## config.mk

```make
export PLATFORM = sky130hd
export DESIGN_NAME = obbo_ram
export DESIGN_NICKNAME = d
export VERILOG_FILES = /design/src/hw/rtl/obbo_ram.sv
export SDC_FILE = /design/constraint.sdc
export NUM_CORES = 1
export LEC_CHECK = 0
export BUFFER_PORTS_ARGS = -buffer_cell sky130_fd_sc_hd__buf_2
export CAP_MARGIN = 15
export CORE_UTILIZATION = 65
export CTS_CLUSTER_SIZE = 8
export DETAILED_ROUTE_END_ITERATION = 10
export PLACE_DENSITY = 0.92
export RECOVER_POWER = 50
export SETUP_SLACK_MARGIN = 0.02
export SYNTH_ARGS = -nofsm -noshare
export SYNTH_HDL_FRONTEND = slang
export SYNTH_SLANG_ARGS = --single-unit
export TNS_END_PERCENT = 100
```

## constraint.sdc

```tcl
create_clock -name clock -period 5.4 [get_ports clock]
set_input_delay 1.35 -clock clock [delete_from_list [all_inputs] [get_ports clock]]
set_output_delay 1.35 -clock clock [all_outputs]
set_load 0.02 [all_outputs]
```

## src/hw/rtl/obbo_ram.sv

```systemverilog
// ----------------------------------------------------------------------------
// obbo_ram
// Simple dual-port synchronous RAM, one write and one registered read port.
// ----------------------------------------------------------------------------
`default_nettype none

module obbo_ram #(
   parameter int WIDTH = 8,
   parameter int DEPTH = 16
) (
   input  wire logic                     clock,
   input  wire logic                     we,
   input  wire logic [$clog2(DEPTH)-1:0] waddr,
   input  wire logic [WIDTH-1:0]         wdata,
   input  wire logic [$clog2(DEPTH)-1:0] raddr,
   output logic      [WIDTH-1:0]         rdata
);

   logic [WIDTH-1:0] mem [DEPTH];
   logic [WIDTH-1:0] rdata_ff;

   always_ff @(posedge clock) begin
      if (we) begin
         mem[waddr] <= wdata;
      end
      rdata_ff <= mem[raddr];
   end

   assign rdata = rdata_ff;

endmodule

`default_nettype wire
```

* Word-level counts from Yosys, hierarchy flattened
Memories as Yosys holds them, arrays and structs flattened. A register that Yosys moved wholly into a read port is not among the register bits.
Index checks and enable logic that the tools add are counted.
** Cells by class
- Mux-type cells :: 2
** Operators with widths (count)
- 1-bit two-way mux :: 2
** Word-level totals
- Register bits :: 0
- Bits in writable memories :: 128
- Input port bits :: 18
- Output and inout bits :: 8
- Logic and storage cells :: 3
- Memories :: 1
** Memory list
- mem :: words 16, bits a word 8, read ports 1, clocked after memory_dff 1, write ports 1, line 19 : logic [WIDTH-1:0] mem [DEPTH];

* Depth between registers and ports, before layout
Gate-level depths: netlist (run 1).
- Word-level depth :: 2
- Depth in mapped cells :: 5
- Depth with buffers taken out :: 3

* Least setup slack after synthesis (run 1)
OpenSTA, ideal clock, no wires.
- Path kind :: input-to-reg
- Start point :: in waddr[2]
- End point :: mem mem[0][0], enable pin
- Library setup time :: 0.383 ns
- Arrival time :: 2.460 ns
- Data required time :: 5.017 ns
- Path slack :: 2.557 ns
- Stages :: 2
- Buffers on the path :: 0
- Path through :: or3b_2 > nor3_1
** RTL lines
- start, declared :: line 13 : input wire logic [$clog2(DEPTH)-1:0] waddr,
- end, declared :: line 19
No word-level cell before the write port.

==> results.cfg, run 1 <==
[pwr]
p_clk_share_pct = 46.4
power_report.internal_total_mw = 1.946
power.density_nw_per_um2 = 409.7
peak_supply_drop_v = 0.0004030
power.share.switching_pct = 19.62
switching_power_mw = 0.4750
seqPwrFrac_pct = 49.1
fraction_of_power_consumed_by_combinational_cells_pct = 4.5
p_leak_nw = 1.967

[routing]
drt-vias-per-instance = 6.560
vias = 2506
drc = 0
totalWireLength_um = 9624
drt_iter0_drc = 296
total_iterations_of_the_first_detailed_routing_run = 4
routed_wire_length_per_instance_um = 25.19
detail-route-antenna-nets = 0

[die]
io-pin-count = 26
initial_util_pct = 66.96
fp-row-count = 32
core_region_area_um2 = 7687
die_height_um = 90.99
die-area_um2 = 8279
die_w_um = 90.99

[clock_tree]
cts_hold_buf = 0
tritoncts = built
postCtsSetupRepairBufs = 0
post_cts_resize_count = 0
clkSlewWorstSetupHoldPaths_ns = 0.06
htree_num_levels = 4
insertion_delay_ns = 0.52
clk_root_buffer_cell = clkbuf_8
cts_buffers = 17
cts_max_path_buffers = 2
numClockSinks = 136

[place]
detailed_place.area_um2 = 5344
detailedPlacementHpwl_um = 5537
gp_congestion = 0.7231
portBuffers = 25

[logic_synthesis]
yosys_warnings = 0
synth_adder_area_share_pct = 0
synth_edf_count = 128
synth-async-reset-ratio_pct = 0
syn_inst = 229
synth_compound_area_share_pct = 2.333
yosys.area_share.simple_pct = 3.184
post_synthesis_xor_xnor_area_fraction_pct = 0
synthMuxAreaShare_pct = 15.02
synth_register_bits = 136
avgSynthCellArea_um2 = 22.48
synth.cell_area_um2 = 5147
synth.net_count = 247
synth_top_family_by_area = multiplexers
yosysSeqAreaShare_pct = 77.78
synth.distinct_cells = 19
synthFlopType = edfxtp_1

[hold_path]
hold_class = reg2reg

[finish]
nNetsFinal = 285
drive_above_1_share_pct = 22.86
final.fill_count = 409
postLayoutCellArea_um2 = 5909
syn2layout_area_growth_pct = 14.80
antenna-diode-count = 0

[sta]
rsz_0062_raised_after_global_routing = false
setup_total_negative_slack_ns = 0
clock-skew-final_ns = 0.007070
hold_viol = 0
setup-violations-final = 0
slew-limit-headroom_pct = 32.29
tightest_slew_ns = 1.016
fmaxAchievable_mhz = 359.8
drv_slew = 0
post_route_fraction_of_the_period_consumed_by_the_critical_path_pct = 51.46
layout_min_cycle_time_ns = 2.779

[global_route]
grt.overflow.total = 0
pin_count_of_the_biggest_net_entering_global_routing = 33
grt_pass1_vias = 2540
antenna_found_initial = 0
globalRouteTotalUtil_pct = 26.12
wire_length_of_the_first_global_routing_pass_um = 14640

[run_status]
result_of_the_run = finished, final reports clean

[critical_path]
start_kind = primary input
critical_path.endpoint_type = flip-flop
worst-endpoint-required_ns = 5.79
worst_path_maximum_fanout = 32
worst-setup-path-type = in2reg
cp.arrival_ns = 3.17

[job]
drv.max_cap_violation_count = 0
==> synth_stat cells (2+ instances only) <==
cell	number	area (um^2)
edfxtp_1	128	3844
nand2_1	9	33.78
a22oi_1	16	120.1
mux4_1	14	367.9
dfxtp_1	8	160.2
nand3b_1	2	15.01
nor3_1	4	20.02
buf_6	3	33.78
clkdlybuf4s25_2	3	30.03
nor2_1	13	48.80
buf_2	3	15.01
nand2b_1	2	12.51
mux4_2	18	405.4
==> per-stage QoR <==
step	hold WS (ns)	worst slack [ns]	utilization, %	instances	power (mW)
2_1_floorplan	0.6293	2.557	-	229	1.276
3_3_place_gp	0.6517	1.956	69.42	349	1.312
3_5_place_dp	0.6581	2.088	69.52	350	1.318
4_1_cts	0.6720	2.611	77.07	382	2.428
5_1_grt	0.7256	2.510	76.87	382	2.480
6_report	0.6613	2.621	76.87	382	2.421
==> placed cells by master, fill, tap and decap left out <==
cell type	Yosys	routed
edfxtp_1	128	128
mux4_2	18	18
a22oi_1	16	16
clkbuf_16	0	16
buf_2	3	16
mux4_1	14	14
clkbuf_1	0	14
nor2_1	13	13
nand2_1	9	9
dfxtp_1	8	8
nor3_1	4	4
clkbuf_8	0	3
bufinv_16	0	3
buf_4	1	3
nand3b_1	2	2
nand2b_1	2	2
clkinv_2	0	2
clkinv_1	0	2
nor2b_1	1	1
and2_1	1	1
and2b_1	1	1
nand3_1	1	1
or3b_2	1	1
clkinv_4	0	1
clkinvlp_4	0	1
==> worst paths after layout <==
| path | from | end | slack, ns | cells after the start |
|---|---|---|---|---|
| hold / removal | mem[12][1]$_DFFE_PP_ | rdata[1]$_DFF_P_ | 0.66 | 3 |
| hold reg to reg | mem[12][1]$_DFFE_PP_ | rdata[1]$_DFF_P_ | 0.66 | 3 |
| setup reg to reg | mem[3][3]$_DFFE_PP_ | rdata[3]$_DFF_P_ | 4.01 | 3 |
| setup / recovery | raddr[0] | rdata[3]$_DFF_P_ | 2.62 | 4 |
==> power groups by stage <==
stage / Combinational [mW] / Sequential (mW) / Clock (mW)
finish: 0.109 / 1.19 / 1.12
global route: 0.116 / 1.19 / 1.17
CTS: 0.110 / 1.19 / 1.13
detailed placement: 0.108 / 1.21 / 0
global placement: 0.104 / 1.21 / 0
floorplan: 0.0599 / 1.22 / 0
==> cells by family after synthesis <==
family                 count (synthesis)
multiplexers                          32
buffers and inverters                 10
AO/OA/AOI/OAI                         16
flip-flops                           136
AND/OR/NAND/NOR                       35
==> critical path, cell delays in order <==
cell and delay [ns]:
buf_2 0.76, mux4_1 0.67, a22oi_1 0.26, nand2_1 0.12
==> metal layers <==
metal,wire [um],track usage (%)
met1,3944,35.23
met3,665,7.286
met2,4708,39.20
met5,0,0
met4,306,14.81
==> area by class of cell <==
class                           count  area [um^2]  share of cell area, %
Clock buffer                       23        456.7                  7.728
Clock inverter                      9        123.9                  2.096
Multi-Input combinational cell     83         1057                  17.89
Sequential cell                   136         4004                  67.75
Tap cell                          102        127.6                  2.160
Timing Repair Buffer               29        140.1                  2.371
==> state kept, by name (all words and copies together), names as in the netlist <==
name and count:
mem 128, rdata 8
Note: power is estimated with default switching activity, not from simulation.
==> run 2, diff against run 1 <==
Settings changed: CORE_UTILIZATION 65 to 60, PLACE_DENSITY 0.92 to 0.86.
Clock period 5.4 ns to 2.8 ns, I/O delays scaled along.
==> results.cfg, run 2 (synthesis gave the netlist of run 1 again) <==
[run_status]
result_of_the_run = finished, final reports clean

[sta]
layout_min_cycle_time_ns = 1.794
setup-violations-final = 0
setup_total_negative_slack_ns = 0
hold_viol = 0
slew-limit-headroom_pct = 50.14
tightest_slew_ns = 0.7451
clock-skew-final_ns = 0.005774
rsz_0062_raised_after_global_routing = false
post_route_fraction_of_the_period_consumed_by_the_critical_path_pct = 64.07
drv_slew = 0
final.setup.worst_slack_ns = 1.006
fmaxAchievable_mhz = 557.5

[critical_path]
critical_path.endpoint_type = flip-flop
start_kind = primary input
worst-setup-path-type = in2reg
cp.arrival_ns = 2.20
crit_chain = buf_2, buf_4, mux4_1, a22oi_1, nand2_1
timing.critical_path.slowest_stage_cell = mux4_1
worst_path_maximum_fanout = 12
critPathBufInv = 2
cpLargestDelayFamily = buffers and inverters
worst-endpoint-required_ns = 3.20
crit_path_max_incr_delay_ns = 0.59

[routing]
detail-route-antenna-nets = 0
drt_iter0_drc = 240
total_iterations_of_the_first_detailed_routing_run = 5
drc = 0
totalWireLength_um = 9778
vias = 2531
routed_wire_length_per_instance_um = 24.38
drt-vias-per-instance = 6.312

[finish]
antenna-diode-count = 0
mostFrequentLayoutCells = edfxtp_1, mux4_2
syn2layout_area_growth_pct = 17.91
finalNonFillerCells = 401
largest_register_ffs = 128
drive_above_1_share_pct = 28.38
register_bank_with_the_most_flops = mem
layout_commonest_cell = edfxtp_1
nNetsFinal = 301

[die]
fp-row-count = 33
die_w_um = 94.63
die_height_um = 94.63
initial_util_pct = 62.33
die-area_um2 = 8954
io-pin-count = 26
core_region_area_um2 = 8258

[job]
drv.max_cap_violation_count = 0

[pwr]
peak_supply_drop_v = 0.0005759
p_leak_nw = 2.062
power.density_nw_per_um2 = 778.2
totalPowerFinal_mw = 4.723

[place]
portBuffers = 25
detailedPlacementHpwl_um = 6128
gp_congestion = 0.7572
detailedPlace.worstSlack_ns = 0.4957
numPlacedInstances = 369

[clock_tree]
insertion_delay_ns = 0.52
postCtsSetupRepairBufs = 0
tritoncts = built
numClockSinks = 136
htree_num_levels = 4
post_cts_resize_count = 0
cts_max_path_buffers = 2
clk_root_buffer_cell = clkbuf_8
clkSlewWorstSetupHoldPaths_ns = 0.06
cts_buffers = 17
cts_hold_buf = 0

[global_route]
grt.overflow.total = 0
globalRouteTotalUtil_pct = 24.54
wire_length_of_the_first_global_routing_pass_um = 14730
pin_count_of_the_biggest_net_entering_global_routing = 19
antenna_found_initial = 0
grt_pass1_vias = 2518

[hold_path]
hold_class = reg2reg
run 2: cell count changes in the layout (fill, tap and decap cells not counted), sizes merged:
cell / before / now
clkinv: 5 / 6
clkinvlp: 1 / 3
clkbuf: 33 / 31
buf: 19 / 34
run 2: path summary, 6_finish.rpt:
path                   startpoint                to  slack, ns  cells after the start
max                      raddr[0]  rdata[2]$_DFF_P_       1.01                      5
max reg2reg   mem[1][5]$_DFFE_PP_  rdata[5]$_DFF_P_       1.36                      3
min          mem[12][0]$_DFFE_PP_  rdata[0]$_DFF_P_       0.67                      3
min reg2reg  mem[12][0]$_DFFE_PP_  rdata[0]$_DFF_P_       0.67                      3
run 2: worst reg2reg max path: cells and delay by family (launching register included):
kind | cells | cell delay, ns
flops | 1 | 0.38
mux | 1 | 0.57
simple gates | 1 | 0.08
compound gates | 1 | 0.31
run 2: final cells by class:
cell class / instances / area (um^2)
flip-flops and latches: 136 / 4004
fillers: 465 / 2188
multi-input cells: 83 / 1057
clock buffers: 20 / 445.4
repair buffers: 45 / 281.5
clock inverters: 12 / 150.1
well taps: 105 / 131.4
run 2: through the flow:
stage	cell area, um^2	utilization [%]	hold WS [ns]
after floorplan	5147	-	0.6293
after global placement	5493	66.52	0.6484
after detailed placement	5493	66.52	0.6614
after CTS	6088	73.73	0.5445
after global routing	6070	73.50	0.7009
final	6070	73.50	0.6731
run 2: power breakdown:
part | total, mW | switching, mW | internal, mW
sequential | 2.29 | 0.0140 | 2.28
combinational | 0.223 | 0.133 | 0.0900
clock | 2.21 | 0.811 | 1.40
run 2: routing by layer:
layer	part of all wire, %	vias to the layer above	track usage (%)
li1	-	1084	-
met1	40	1271	34.59
met2	48	149	36.39
met3	8.6	27	6.280
met4	3.1	0	11.87
met5	0	-	0
